## src/rtl/core/tono_pkg.sv

```systemverilog
package tono_pkg;

    // Telnet command and option codes.
    localparam logic [7:0] B_IAC  = 8'd255;
    localparam logic [7:0] B_SE   = 8'd240;
    localparam logic [7:0] B_GA   = 8'd249;
    localparam logic [7:0] B_SB   = 8'd250;
    localparam logic [7:0] B_WILL = 8'd251;
    localparam logic [7:0] B_WONT = 8'd252;
    localparam logic [7:0] B_DO   = 8'd253;
    localparam logic [7:0] B_DONT = 8'd254;
    localparam logic [7:0] OPT_ECHO  = 8'd1;
    localparam logic [7:0] OPT_TTYPE = 8'd24;
    localparam logic [7:0] OPT_NAWS  = 8'd31;
    localparam logic [7:0] TTYPE_SEND = 8'd1;
    localparam logic [7:0] TTYPE_IS   = 8'd0;

    // Negotiation verbs as offsets from WILL.
    localparam logic [1:0] VERB_WILL = 2'd0;
    localparam logic [1:0] VERB_WONT = 2'd1;
    localparam logic [1:0] VERB_DO   = 2'd2;
    localparam logic [1:0] VERB_DONT = 2'd3;

    // Echo mode codes.
    localparam logic [1:0] ECHO_UNKNOWN = 2'd0;
    localparam logic [1:0] ECHO_SERVER  = 2'd1;
    localparam logic [1:0] ECHO_STOPPED = 2'd2;

    // Result kinds.
    localparam logic [1:0] KIND_DATA = 2'd0;
    localparam logic [1:0] KIND_TX   = 2'd1;
    localparam logic [1:0] KIND_GA   = 2'd2;

    // Configuration register indexes.
    localparam int CFG_IDX_W = 3;
    localparam logic [CFG_IDX_W-1:0] CFG_WINDOW_COLS  = 3'd0;
    localparam logic [CFG_IDX_W-1:0] CFG_WINDOW_LINES = 3'd1;
    localparam logic [CFG_IDX_W-1:0] CFG_STATUS_LINE  = 3'd2;
    localparam logic [CFG_IDX_W-1:0] CFG_TERM_NAME    = 3'd3;
    localparam logic [CFG_IDX_W-1:0] CFG_TERM_LEN     = 3'd4;
    localparam int CFG_DATA_W = 64;

    localparam logic [15:0] COLS_RESET  = 16'd80;
    localparam logic [15:0] LINES_RESET = 16'd24;

    // Defaults for the top-level parameters.
    localparam int TERM_MAX_CHARS_DEF = 8;
    localparam int QUEUE_DEPTH_DEF    = 4;

    // Work handed from the parser to the reply sequencer.
    typedef enum logic [2:0] {
        JOB_DATA,
        JOB_GA,
        JOB_NEG,
        JOB_NAWS,
        JOB_TTYPE
    } t_job_kind;

    typedef struct packed {
        t_job_kind   kind;
        logic [7:0]  value;
        logic [7:0]  opt;
        logic [1:0]  echo;
        logic        naws;
    } t_job;

endpackage

```

## src/rtl/core/tono_in_if.sv

```systemverilog
interface tono_in_if;
    logic       valid;
    logic       ready;
    logic       op;
    logic [7:0] rx_byte;

    modport source (output valid, output op, output rx_byte, input ready);
    modport sink (input valid, input op, input rx_byte, output ready);
endinterface

```

## src/rtl/core/tono_out_if.sv

```systemverilog
interface tono_out_if;
    logic       valid;
    logic       ready;
    logic [1:0] kind;
    logic [7:0] value;
    logic       last;
    logic [1:0] echo_mode;
    logic       naws_on;

    modport source (output valid, output kind, output value, output last,
                    output echo_mode, output naws_on, input ready);
    modport sink (input valid, input kind, input value, input last,
                  input echo_mode, input naws_on, output ready);
endinterface

```

## src/rtl/core/telnet_option_negotiator_unit.sv

```systemverilog
// Channel   Dir  Payload                                  Transaction when
// i_in      in   op, rx_byte                              valid && ready
// o_out     out  kind, value, last, echo_mode, naws_on    valid && ready
// i_cfg_*   in   i_cfg_idx, i_cfg_data                    i_cfg_we
//
// The parser takes one transaction per cycle while its job queue has room.
// Each result is one output transaction of the reply sequencer, so a data byte
// gives one result and a negotiation reply up to 16 results (3 plus up to 13 for
// the window size message); TERMINAL-TYPE replies give 6 plus the name length.
// Reset is synchronous and clears the parser, the queue and the output.
// A stalled output fills the queue, after which i_in.ready drops.
module telnet_option_negotiator_unit #(
    parameter int TERM_MAX_CHARS = tono_pkg::TERM_MAX_CHARS_DEF,
    parameter int QUEUE_DEPTH    = tono_pkg::QUEUE_DEPTH_DEF
) (
    input  logic                            i_clk,
    input  logic                            i_rst_n,
    tono_in_if.sink                         i_in,
    tono_out_if.source                      o_out,
    input  logic                            i_cfg_we,
    input  logic [tono_pkg::CFG_IDX_W-1:0]  i_cfg_idx,
    input  logic [tono_pkg::CFG_DATA_W-1:0] i_cfg_data
);

    tono_pkg::t_job push_job, head_job;
    logic           push, pop, q_full, q_empty;

    // Parser and classifier.
    tono_front u_front (
        .i_clk    (i_clk),
        .i_rst_n  (i_rst_n),
        .i_in     (i_in),
        .i_q_full (q_full),
        .o_push   (push),
        .o_job    (push_job)
    );

    // Job queue between parser and reply sequencer.
    tono_fifo #(
        .DEPTH (QUEUE_DEPTH)
    ) u_fifo (
        .i_clk   (i_clk),
        .i_rst_n (i_rst_n),
        .i_push  (push),
        .i_job   (push_job),
        .i_pop   (pop),
        .o_job   (head_job),
        .o_full  (q_full),
        .o_empty (q_empty)
    );

    // Reply sequencer with configuration and output register.
    tono_back #(
        .TERM_MAX_CHARS (TERM_MAX_CHARS)
    ) u_back (
        .i_clk      (i_clk),
        .i_rst_n    (i_rst_n),
        .i_cfg_we   (i_cfg_we),
        .i_cfg_idx  (i_cfg_idx),
        .i_cfg_data (i_cfg_data),
        .i_job      (head_job),
        .i_empty    (q_empty),
        .o_pop      (pop),
        .o_out      (o_out)
    );

endmodule

```

## src/rtl/core/tono_front.sv

```systemverilog
module tono_front (
    input  logic           i_clk,
    input  logic           i_rst_n,
    tono_in_if.sink        i_in,
    input  logic           i_q_full,
    output logic           o_push,
    output tono_pkg::t_job o_job
);

    typedef enum logic [2:0] {
        PH_NORMAL,
        PH_IAC,
        PH_OPT,
        PH_SB,
        PH_SBIAC
    } t_phase;

    typedef struct packed {
        logic [1:0] cnt;
        logic [7:0] opt;
        logic [7:0] sec;
    } t_sub;

    t_phase     r_phase, n_phase;
    logic [1:0] r_verb, n_verb;
    t_sub       r_sub, n_sub;
    logic       r_naws, n_naws;
    logic [1:0] r_echo, n_echo;
    logic       accept;
    logic [7:0] b;

    // Keep the first two subnegotiation payload bytes.
    function automatic t_sub sub_record(input t_sub s, input logic [7:0] d);
        t_sub r;
        r = s;
        if (s.cnt == 2'd0) begin
            r.opt = d;
        end else if (s.cnt == 2'd1) begin
            r.sec = d;
        end
        if (s.cnt < 2'd2) begin
            r.cnt = s.cnt + 2'd1;
        end
        return r;
    endfunction

    assign i_in.ready = !i_q_full;
    assign accept     = i_in.valid && i_in.ready;
    assign b          = i_in.rx_byte;

    // Parse one transaction and classify the work it causes.
    always_comb begin
        n_phase    = r_phase;
        n_verb     = r_verb;
        n_sub      = r_sub;
        n_naws     = r_naws;
        n_echo     = r_echo;
        o_push     = 1'b0;
        o_job.kind  = tono_pkg::JOB_DATA;
        o_job.value = b;
        o_job.opt   = b;
        if (accept) begin
            if (i_in.op) begin
                o_job.kind = tono_pkg::JOB_NAWS;
                o_push     = r_naws;
            end else begin
                case (r_phase)
                    PH_NORMAL: begin
                        if (b == tono_pkg::B_IAC) begin
                            n_phase = PH_IAC;
                        end else begin
                            o_push = 1'b1;
                        end
                    end
                    PH_IAC: begin
                        n_phase = PH_NORMAL;
                        if (b >= tono_pkg::B_WILL && b <= tono_pkg::B_DONT) begin
                            n_verb  = 2'(b - tono_pkg::B_WILL);
                            n_phase = PH_OPT;
                        end else if (b == tono_pkg::B_SB) begin
                            n_sub   = '0;
                            n_phase = PH_SB;
                        end else if (b == tono_pkg::B_GA) begin
                            o_job.kind  = tono_pkg::JOB_GA;
                            o_job.value = 8'd0;
                            o_push      = 1'b1;
                        end else if (b == tono_pkg::B_IAC) begin
                            o_push = 1'b1;
                        end
                    end
                    PH_OPT: begin
                        n_phase    = PH_NORMAL;
                        o_job.kind = tono_pkg::JOB_NEG;
                        o_push     = 1'b1;
                        if (r_verb == tono_pkg::VERB_WILL || r_verb == tono_pkg::VERB_WONT) begin
                            o_job.value = tono_pkg::B_DONT;
                        end else if (r_verb == tono_pkg::VERB_DONT) begin
                            o_job.value = tono_pkg::B_WONT;
                        end else if (b == tono_pkg::OPT_ECHO || b == tono_pkg::OPT_TTYPE
                                     || b == tono_pkg::OPT_NAWS) begin
                            o_job.value = tono_pkg::B_WILL;
                        end else begin
                            o_job.value = tono_pkg::B_WONT;
                        end
                        if (b == tono_pkg::OPT_ECHO) begin
                            if (r_verb == tono_pkg::VERB_WILL) begin
                                n_echo = tono_pkg::ECHO_SERVER;
                            end else if (r_verb == tono_pkg::VERB_WONT) begin
                                n_echo = tono_pkg::ECHO_STOPPED;
                            end
                        end else if (b == tono_pkg::OPT_NAWS) begin
                            if (r_verb == tono_pkg::VERB_WILL) begin
                                o_job.value = tono_pkg::B_DO;
                            end
                            n_naws = (r_verb == tono_pkg::VERB_WILL)
                                  || (r_verb == tono_pkg::VERB_DO);
                        end
                    end
                    PH_SB: begin
                        if (b == tono_pkg::B_IAC) begin
                            n_phase = PH_SBIAC;
                        end else begin
                            n_sub = sub_record(r_sub, b);
                        end
                    end
                    PH_SBIAC: begin
                        if (b == tono_pkg::B_SE) begin
                            n_phase    = PH_NORMAL;
                            o_job.kind = tono_pkg::JOB_TTYPE;
                            o_push     = (r_sub.cnt == 2'd2)
                                      && (r_sub.opt == tono_pkg::OPT_TTYPE)
                                      && (r_sub.sec == tono_pkg::TTYPE_SEND);
                        end else begin
                            n_phase = PH_SB;
                            n_sub   = sub_record(r_sub, tono_pkg::B_IAC);
                            if (b != tono_pkg::B_IAC) begin
                                n_sub = sub_record(n_sub, b);
                            end
                        end
                    end
                    default: begin
                        n_phase = PH_NORMAL;
                    end
                endcase
            end
        end
        o_job.echo = n_echo;
        o_job.naws = n_naws;
    end

    // Parser state.
    always_ff @(posedge i_clk) begin
        if (!i_rst_n) begin
            r_phase <= PH_NORMAL;
            r_verb  <= '0;
            r_sub   <= '0;
            r_naws  <= 1'b0;
            r_echo  <= tono_pkg::ECHO_UNKNOWN;
        end else begin
            r_phase <= n_phase;
            r_verb  <= n_verb;
            r_sub   <= n_sub;
            r_naws  <= n_naws;
            r_echo  <= n_echo;
        end
    end

endmodule

```

## src/rtl/core/tono_fifo.sv

```systemverilog
module tono_fifo #(
    parameter int DEPTH = tono_pkg::QUEUE_DEPTH_DEF
) (
    input  logic           i_clk,
    input  logic           i_rst_n,
    input  logic           i_push,
    input  tono_pkg::t_job i_job,
    input  logic           i_pop,
    output tono_pkg::t_job o_job,
    output logic           o_full,
    output logic           o_empty
);

    localparam int PW = (DEPTH > 1) ? $clog2(DEPTH) : 1;
    localparam int CW = $clog2(DEPTH + 1);

    tono_pkg::t_job r_mem [DEPTH];
    logic [PW-1:0]  r_wr_ptr, r_rd_ptr;
    logic [CW-1:0]  r_count;
    logic           do_push, do_pop;

    function automatic logic [PW-1:0] ptr_inc(input logic [PW-1:0] p);
        return (p == PW'(DEPTH - 1)) ? '0 : p + PW'(1);
    endfunction

    assign o_full  = (r_count == CW'(DEPTH));
    assign o_empty = (r_count == '0);
    assign do_push = i_push && !o_full;
    assign do_pop  = i_pop && !o_empty;
    assign o_job   = r_mem[r_rd_ptr];

    // Pointers and occupancy.
    always_ff @(posedge i_clk) begin
        if (!i_rst_n) begin
            r_wr_ptr <= '0;
            r_rd_ptr <= '0;
            r_count  <= '0;
        end else begin
            if (do_push) begin
                r_wr_ptr <= ptr_inc(r_wr_ptr);
            end
            if (do_pop) begin
                r_rd_ptr <= ptr_inc(r_rd_ptr);
            end
            if (do_push && !do_pop) begin
                r_count <= r_count + CW'(1);
            end else if (do_pop && !do_push) begin
                r_count <= r_count - CW'(1);
            end
        end
    end

    // Entry storage.
    always_ff @(posedge i_clk) begin
        if (do_push) begin
            r_mem[r_wr_ptr] <= i_job;
        end
    end

endmodule

```

## src/rtl/core/tono_back.sv

```systemverilog
module tono_back #(
    parameter int TERM_MAX_CHARS = tono_pkg::TERM_MAX_CHARS_DEF
) (
    input  logic                            i_clk,
    input  logic                            i_rst_n,
    input  logic                            i_cfg_we,
    input  logic [tono_pkg::CFG_IDX_W-1:0]  i_cfg_idx,
    input  logic [tono_pkg::CFG_DATA_W-1:0] i_cfg_data,
    input  tono_pkg::t_job                  i_job,
    input  logic                            i_empty,
    output logic                            o_pop,
    tono_out_if.source                      o_out
);

    localparam int NW  = 8 * TERM_MAX_CHARS;
    localparam int NIW = (TERM_MAX_CHARS > 1) ? $clog2(TERM_MAX_CHARS) : 1;

    // Step numbers of a negotiation reply followed by a window size message.
    localparam logic [3:0] ST_NEG_OPT   = 4'd2;
    localparam logic [3:0] ST_NAWS_BASE = 4'd3;
    localparam logic [3:0] ST_NAWS_SB   = 4'd4;
    localparam logic [3:0] ST_NAWS_OPT  = 4'd5;
    localparam logic [3:0] ST_COLS_HI   = 4'd6;
    localparam logic [3:0] ST_COLS_LO   = 4'd7;
    localparam logic [3:0] ST_ROWS_HI   = 4'd8;
    localparam logic [3:0] ST_ROWS_LO   = 4'd9;
    localparam logic [3:0] ST_NAWS_IAC  = 4'd10;
    localparam logic [3:0] ST_NAWS_SE   = 4'd11;
    localparam logic [3:0] ST_TT_HDR    = 4'd4;

    logic [15:0]   r_cols, r_lines;
    logic          r_status;
    logic [NW-1:0] r_term_name;
    logic [3:0]    r_term_len;

    logic [3:0]    r_step;
    logic          r_dup;
    logic          r_out_valid;
    logic [1:0]    r_kind;
    logic [7:0]    r_value;
    logic          r_last;
    logic [1:0]    r_echo;
    logic          r_naws;

    logic [15:0]   sub_rows, rows;
    logic [3:0]    n_chars;
    logic [3:0]    s, s_name;
    logic [4:0]    name_end;
    logic [NW-1:0] name_word;
    logic          follow;
    logic          load_en, take;
    logic [1:0]    c_kind;
    logic [7:0]    c_value;
    logic          c_last, c_hold;

    // Configuration registers.
    always_ff @(posedge i_clk) begin
        if (!i_rst_n) begin
            r_cols      <= tono_pkg::COLS_RESET;
            r_lines     <= tono_pkg::LINES_RESET;
            r_status    <= 1'b0;
            r_term_name <= '0;
            r_term_len  <= '0;
        end else if (i_cfg_we) begin
            case (i_cfg_idx)
                tono_pkg::CFG_WINDOW_COLS:  r_cols      <= i_cfg_data[15:0];
                tono_pkg::CFG_WINDOW_LINES: r_lines     <= i_cfg_data[15:0];
                tono_pkg::CFG_STATUS_LINE:  r_status    <= i_cfg_data[0];
                tono_pkg::CFG_TERM_NAME:    r_term_name <= i_cfg_data[NW-1:0];
                tono_pkg::CFG_TERM_LEN:     r_term_len  <= i_cfg_data[3:0];
                default: begin
                end
            endcase
        end
    end

    // Reported rows lose one line, two with a status line, and stop at zero.
    assign sub_rows = 16'd1 + 16'(r_status);
    assign rows     = (r_lines >= sub_rows) ? r_lines - sub_rows : 16'd0;

    // Terminal name length clamped to the stored characters.
    assign n_chars   = (r_term_len > 4'(TERM_MAX_CHARS)) ? 4'(TERM_MAX_CHARS) : r_term_len;
    assign name_end  = 5'(ST_TT_HDR) + 5'(n_chars);
    assign s_name    = r_step - ST_TT_HDR;
    assign name_word = r_term_name >> {s_name[NIW-1:0], 3'b000};

    assign s      = (i_job.kind == tono_pkg::JOB_NAWS) ? r_step + ST_NAWS_BASE : r_step;
    assign follow = (i_job.opt == tono_pkg::OPT_NAWS) && i_job.naws;

    // Current result byte of the job at the head of the queue.
    always_comb begin
        c_kind  = tono_pkg::KIND_TX;
        c_value = tono_pkg::B_IAC;
        c_last  = 1'b0;
        c_hold  = 1'b0;
        case (i_job.kind)
            tono_pkg::JOB_DATA: begin
                c_kind  = tono_pkg::KIND_DATA;
                c_value = i_job.value;
                c_last  = 1'b1;
            end
            tono_pkg::JOB_GA: begin
                c_kind  = tono_pkg::KIND_GA;
                c_value = 8'd0;
                c_last  = 1'b1;
            end
            tono_pkg::JOB_NEG, tono_pkg::JOB_NAWS: begin
                case (s)
                    4'd0:        c_value = tono_pkg::B_IAC;
                    4'd1:        c_value = i_job.value;
                    ST_NEG_OPT: begin
                        c_value = i_job.opt;
                        c_last  = !follow;
                    end
                    ST_NAWS_BASE: c_value = tono_pkg::B_IAC;
                    ST_NAWS_SB:   c_value = tono_pkg::B_SB;
                    ST_NAWS_OPT:  c_value = tono_pkg::OPT_NAWS;
                    ST_COLS_HI:   c_value = r_cols[15:8];
                    ST_COLS_LO:   c_value = r_cols[7:0];
                    ST_ROWS_HI:   c_value = rows[15:8];
                    ST_ROWS_LO:   c_value = rows[7:0];
                    ST_NAWS_IAC:  c_value = tono_pkg::B_IAC;
                    ST_NAWS_SE: begin
                        c_value = tono_pkg::B_SE;
                        c_last  = 1'b1;
                    end
                    default: begin
                        c_value = tono_pkg::B_SE;
                        c_last  = 1'b1;
                    end
                endcase
                // A 255 size byte goes out twice.
                c_hold = (s >= ST_COLS_HI) && (s <= ST_ROWS_LO)
                      && (c_value == tono_pkg::B_IAC) && !r_dup;
            end
            tono_pkg::JOB_TTYPE: begin
                if (r_step == 4'd0) begin
                    c_value = tono_pkg::B_IAC;
                end else if (r_step == 4'd1) begin
                    c_value = tono_pkg::B_SB;
                end else if (r_step == 4'd2) begin
                    c_value = tono_pkg::OPT_TTYPE;
                end else if (r_step == 4'd3) begin
                    c_value = tono_pkg::TTYPE_IS;
                end else if (5'(r_step) < name_end) begin
                    c_value = name_word[7:0];
                end else if (5'(r_step) == name_end) begin
                    c_value = tono_pkg::B_IAC;
                end else begin
                    c_value = tono_pkg::B_SE;
                    c_last  = 1'b1;
                end
            end
            default: begin
                c_last = 1'b1;
            end
        endcase
    end

    assign load_en = !r_out_valid || o_out.ready;
    assign take    = load_en && !i_empty;
    assign o_pop   = take && c_last;

    // Sequencer position and output valid.
    always_ff @(posedge i_clk) begin
        if (!i_rst_n) begin
            r_step      <= '0;
            r_dup       <= 1'b0;
            r_out_valid <= 1'b0;
        end else begin
            if (load_en) begin
                r_out_valid <= !i_empty;
            end
            if (take) begin
                if (c_last) begin
                    r_step <= '0;
                    r_dup  <= 1'b0;
                end else if (c_hold) begin
                    r_dup <= 1'b1;
                end else begin
                    r_step <= r_step + 4'd1;
                    r_dup  <= 1'b0;
                end
            end
        end
    end

    // Output payload register.
    always_ff @(posedge i_clk) begin
        if (take) begin
            r_kind  <= c_kind;
            r_value <= c_value;
            r_last  <= c_last;
            r_echo  <= i_job.echo;
            r_naws  <= i_job.naws;
        end
    end

    assign o_out.valid     = r_out_valid;
    assign o_out.kind      = r_kind;
    assign o_out.value     = r_value;
    assign o_out.last      = r_last;
    assign o_out.echo_mode = r_echo;
    assign o_out.naws_on   = r_naws;

endmodule

```

## src/flat_wrapper.sv

```systemverilog
// flat-port wrapper written by rule: the top's interface ports become plain ports
module telnet_option_negotiator_unit_flat 
#(
    parameter int TERM_MAX_CHARS = tono_pkg::TERM_MAX_CHARS_DEF,
    parameter int QUEUE_DEPTH    = tono_pkg::QUEUE_DEPTH_DEF
)
  (i_clk, i_rst_n, i_cfg_we, i_cfg_idx, i_cfg_data, i_in_valid, i_in_op, i_in_rx_byte, i_in_ready, o_out_valid, o_out_kind, o_out_value, o_out_last, o_out_echo_mode, o_out_naws_on, o_out_ready);
  tono_in_if i_in_i ();
  tono_out_if o_out_i ();
  input  logic i_clk;
  input  logic i_rst_n;
  input  logic i_cfg_we;
  input  logic [tono_pkg::CFG_IDX_W-1:0] i_cfg_idx;
  input  logic [tono_pkg::CFG_DATA_W-1:0] i_cfg_data;
  input wire logic [$bits(i_in_i.valid)-1:0] i_in_valid;
  input wire logic [$bits(i_in_i.op)-1:0] i_in_op;
  input wire logic [$bits(i_in_i.rx_byte)-1:0] i_in_rx_byte;
  output wire logic [$bits(i_in_i.ready)-1:0] i_in_ready;
  output wire logic [$bits(o_out_i.valid)-1:0] o_out_valid;
  output wire logic [$bits(o_out_i.kind)-1:0] o_out_kind;
  output wire logic [$bits(o_out_i.value)-1:0] o_out_value;
  output wire logic [$bits(o_out_i.last)-1:0] o_out_last;
  output wire logic [$bits(o_out_i.echo_mode)-1:0] o_out_echo_mode;
  output wire logic [$bits(o_out_i.naws_on)-1:0] o_out_naws_on;
  input wire logic [$bits(o_out_i.ready)-1:0] o_out_ready;
  assign i_in_i.valid = i_in_valid;
  assign i_in_i.op = i_in_op;
  assign i_in_i.rx_byte = i_in_rx_byte;
  assign i_in_ready = i_in_i.ready;
  assign o_out_valid = o_out_i.valid;
  assign o_out_kind = o_out_i.kind;
  assign o_out_value = o_out_i.value;
  assign o_out_last = o_out_i.last;
  assign o_out_echo_mode = o_out_i.echo_mode;
  assign o_out_naws_on = o_out_i.naws_on;
  assign o_out_i.ready = o_out_ready;
  telnet_option_negotiator_unit #(.TERM_MAX_CHARS(TERM_MAX_CHARS), .QUEUE_DEPTH(QUEUE_DEPTH)) u_core (.i_clk(i_clk), .i_rst_n(i_rst_n), .i_in(i_in_i), .o_out(o_out_i), .i_cfg_we(i_cfg_we), .i_cfg_idx(i_cfg_idx), .i_cfg_data(i_cfg_data));
endmodule
```

## config.mk

```make
export PLATFORM = sky130hd
export DESIGN_NAME = telnet_option_negotiator_unit_flat
export DESIGN_NICKNAME = d
export VERILOG_FILES = /design/src/rtl/core/tono_pkg.sv /design/src/rtl/core/tono_in_if.sv /design/src/rtl/core/tono_out_if.sv /design/src/rtl/core/telnet_option_negotiator_unit.sv /design/src/rtl/core/tono_front.sv /design/src/rtl/core/tono_fifo.sv /design/src/rtl/core/tono_back.sv /design/src/flat_wrapper.sv
export SDC_FILE = /design/constraint.sdc
export NUM_CORES = 1
export LEC_CHECK = 0
export BUFFER_PORTS_ARGS = -buffer_cell sky130_fd_sc_hd__buf_4
export CAP_MARGIN = 40
export CORE_MARGIN = 3
export CORE_UTILIZATION = 36
export CTS_BUF_LIST = sky130_fd_sc_hd__clkbuf_4 sky130_fd_sc_hd__clkbuf_8
export CTS_CLUSTER_SIZE = 25
export DETAILED_ROUTE_END_ITERATION = 8
export PLACE_DENSITY = 0.53
export SYNTH_ARGS = -nofsm -noshare
export SYNTH_HDL_FRONTEND = slang
export SYNTH_HIERARCHICAL = 1
export SYNTH_SLANG_ARGS = --single-unit
```

## constraint.sdc

```tcl
create_clock -name i_clk -period 4.89 [get_ports i_clk]
set_clock_uncertainty 0.2 [all_clocks]
set_input_delay 0.489 -clock i_clk [delete_from_list [all_inputs] [get_ports i_clk]]
set_output_delay 0.489 -clock i_clk [all_outputs]
set_load 0.005 [all_outputs]
```

==> summary.txt <==
Cells and area
  • Antenna cell count: 0
  • Share of cells above drive strength 1: 17.7%
  • Final #Nets: 1,486
  • Area grow syn2layout: 20.5%
  • Most frequent cells in the layout: nand2_1 (262), dfxtp_1 (141), buf_4 (119)
  • Non-Filler Instances: approximately 1,900
  • Most common cell after layout, fill and taps aside: nand2_1

Setup path
  • Setup crit start kind: register
  • Worst path slowest cell: mux4_1
  • Critical-path cell list: mux4_1, and4bb_2, mux2i_1, nor2_2, nor2_1, a21o_1, a32oi_2, nor2_1, o31ai_1, ha_1, inv_1, fa_1, xor2_1, or3_1, a21boi_0
  • Worst setup path class: register to register
  • CP Data Required Time: 5.16 ns
  • Crit end category: register
  • CP peak stage delay: 0.65 ns
  • R2R cell count: 15
  • Arr. time, crit path: approximately 4.8 ns
  • Cell mode on critical path: nor2_1
  • CP max FO: 8
  • Reg-to-reg slack, setup: 0.36 ns
  • FF-to-FF End: u_core/u_fifo/r_count[2]

STA
  • Setup WS post-layout: 0.356 ns
  • Worst slew pin tran: around 0.90 ns
  • Crit share post-route: between 90% and 100%
  • Final hold slack: between 0.04 and 0.05 ns
  • Final Hold Fails: 0
  • Max Clk Rate: between 200 and 250 MHz
  • Rel. slew slack: 39.7%
  • Fin crit period: ~4.5 ns
  • Setup violators final: 0
  • Count of pins over their slew limit: 0
  • RSZ-0062 raised after global routing: false
  • Sum Neg Setup Slack: 0 ns

Logic synthesis
  • Sequential area share after synthesis: 46.9%
  • Syn. warnings: 6
  • Post-synth EDFFs: a little over 100
  • Flops & latches, synth: about 240
  • Yosys cell types: 96
  • Syn nets: 1,351
  • Synth Cell Area: between 10,000 and 15,000 sq um
  • Post-synthesis average cell area: 10.1 sq um
  • Syn Inst Count: 1,243
  • Top_reg_cell synth: dfxtp_1
  • Asr flop ratio synth: 0%

Placed design
  • HPWL Detailed: 23.9 mm
  • Pre-CTS setup slack: 0.331 ns
  • RePlAce Congestion: 0.883
  • Dpl cells: 1,726
  • Port bufs: 96

Global routing
  • Initial antenna violation count: 0
  • Pin count of the biggest net entering global routing: 85
  • Gr ovfl total: 0
  • Vias in the first global route: 9,787
  • Global-route usage over all layers: about a fifth
  • First-pass GRT wire length: 54.8 mm

Drt
  • Wirelength per Cell: approximately 19 microns
  • Final wirelength: about 35 mm
  • Final ANT Viol Nets: 0
  • Total number of vias: about 10,000
  • Iteration-0 DRC Markers: 727
  • 1st-pass router iterations: 6
  • DRC: 0
  • Vias/cell: 5.38

Worst hold path
  • Hold path cells: 3
  • Hold EP: u_core/u_back/r_lines[7]
  • Class of the worst hold path: primary input to register
  • Hold Crit Start: i_cfg_data[7]

Clock network
  • H-tree levels: 2
  • Clk Latency, worst-skew pair: roughly 0.55 ns
  • Post-CTS setup buffers: 0
  • Clk sink count: 244
  • CTS root buffer: clkbuf_8
  • Clock transition at the registers of the reported paths: 0.06 ns
  • CTS tree: done
  • Max Root-Sink Buffers: 3
  • CTS Buf Count: 44

Power and ir drop
  • Power per cell area: 382 nW/um^2
  • PnR Total Power: 5.79 mW
  • Leak: 5.37 nW
  • Peak supply drop: 0.216 mV

Outcome
  • Result of the run: finished, final reports clean

Floorplan
  • Die height: between 150 and 200 microns
  • CORE AREA: 34,000 sq um
  • Starting Density: 37.1%
  • I/O Pins: 97
  • Die width: approximately 190 microns
  • Site Rows: 67
  • Die Area: around 37,000 sq um

Flow run
  • Maxcap violations: 0
-- critical path: cells and delay by family (launching register included) --
family / cells / cell delay, ns
buffers and inverters: 1 / 0.06
DFF: 1 / 0.43
muxes: 2 / 0.82
xor gates and xnor gates: 1 / 0.16
adders and majority gates: 2 / 0.66
AOI/OAI and AO/OA: 4 / 0.88
and+or+nand+nor: 5 / 1.24
-- layer usage --
metal	vias to the layer above	wire length [microns]	GRT usage (%)
met5	-	0	0
met4	0	839	5.73
met3	69	1710	3.20
met2	270	15800	29.9
met1	4818	16500	26.3
li1	4836	-	-
-- worst max-delay path by stage --
stage | start | end | slack, ns | cells past startpoint
finish | register | u_core/u_fifo/r_count[2] | 0.36 | 15
global route | register | u_core/u_fifo/r_count[2] | 0.04 | 15
CTS | register | u_core/u_fifo/r_count[2] | 0.30 | 15
detailed placement | register | u_core/u_fifo/r_count[2] | 0.33 | 15
global placement | register | u_core/u_fifo/r_count[2] | 0.41 | 15
floorplan | u_core/u_back/r_step[0] | u_core/u_fifo/r_count[2] | 0.57 | 19
-- sequential cells by signal, summed over array words and instances (netlist names), named ones only --
register                       flops
u_core/u_back/o_out.echo_mode      2
u_core/u_back/o_out.kind           2
u_core/u_back/o_out.last           1
u_core/u_back/o_out.naws_on        1
u_core/u_back/o_out.valid          1
u_core/u_back/o_out.value          8
u_core/u_back/r_cols              16
u_core/u_back/r_dup                1
u_core/u_back/r_lines             16
u_core/u_back/r_status             1
u_core/u_back/r_step               4
u_core/u_back/r_term_len           4
u_core/u_back/r_term_name         64
u_core/u_fifo/r_count              3
u_core/u_fifo/r_mem               88
u_core/u_fifo/r_rd_ptr             2
u_core/u_fifo/r_wr_ptr             2
u_core/u_front/r_echo              2
u_core/u_front/r_naws              1
u_core/u_front/r_phase             3
u_core/u_front/r_sub              18
u_core/u_front/r_verb              2
-- stage by stage --
stage / area [sq um] / util (%)
after global placement: 13600 / 40.1
after detailed placement: 13700 / 40.3
final: 15200 / 44.7
after CTS: 15200 / 44.7
after global routing: 15200 / 44.7
after floorplan: 12600 / -
-- synthesized netlist by cell type, drive strengths merged (10+ instances only) --
cell | n | area share (%)
o21ai | 36 | 1.5
a21oi | 63 | 2.5
nor2 | 54 | 1.7
clkbuf | 46 | 1.4
a22oi | 13 | 0.78
nor2b | 20 | 0.99
dfxtp | 142 | 23
nand2 | 262 | 7.8
edfxtp | 102 | 24
nand3 | 28 | 1.2
ha | 25 | 2.5
nor3 | 16 | 0.72
o22ai | 13 | 0.65
a221oi | 11 | 0.77
nand4 | 12 | 0.72
nand2b | 12 | 0.60
and2 | 11 | 0.57
xor2 | 10 | 0.70
buf | 40 | 1.9
inv | 23 | 0.69
a21boi | 96 | 5.7
mux2i | 17 | 1.4
mux4 | 38 | 7.5
-- report_power, final --
part	internal (mW)	switching [mW]	total (mW)
Combinational	0.593	0.792	1.38
Clock	1.20	0.843	2.04
Sequential	2.29	0.0725	2.36
Total	4.08	1.71	5.79
-- area by class of cell --
| cell class | instances | area (sq um) |
|---|---|---|
| clock buffers | 64 | 787 |
| flip-flops and latches | 244 | 5910 |
| multi-input cells | 889 | 6180 |
| well taps | 448 | 561 |
| inverters | 24 | 90.1 |
| fillers | 3254 | 18800 |
| repair buffers | 175 | 1490 |
| clock inverters | 15 | 154 |
-- timing repair --
action	4_1_cts	5_1_grt
endpoints found under the setup margin	0	1
hold buffers	54	0
resized for setup	0	1
endpoints found under the hold margin	57	0
-- cells by family (layout without fill, tap and decap cells) --
family	Yosys count	after routing	synth area share, %
AO/OA/AOI/OAI	313	313	17.5
XOR/XNOR	17	17	1.18
adder cells (fa/ha/maj)	27	27	2.80
buffers and inverters	110	278	4.02
flip-flops	244	244	46.9
multiplexers	58	58	9.11
AND/OR/NAND/NOR	474	474	18.4
Note: power is estimated with default switching activity, not from simulation.
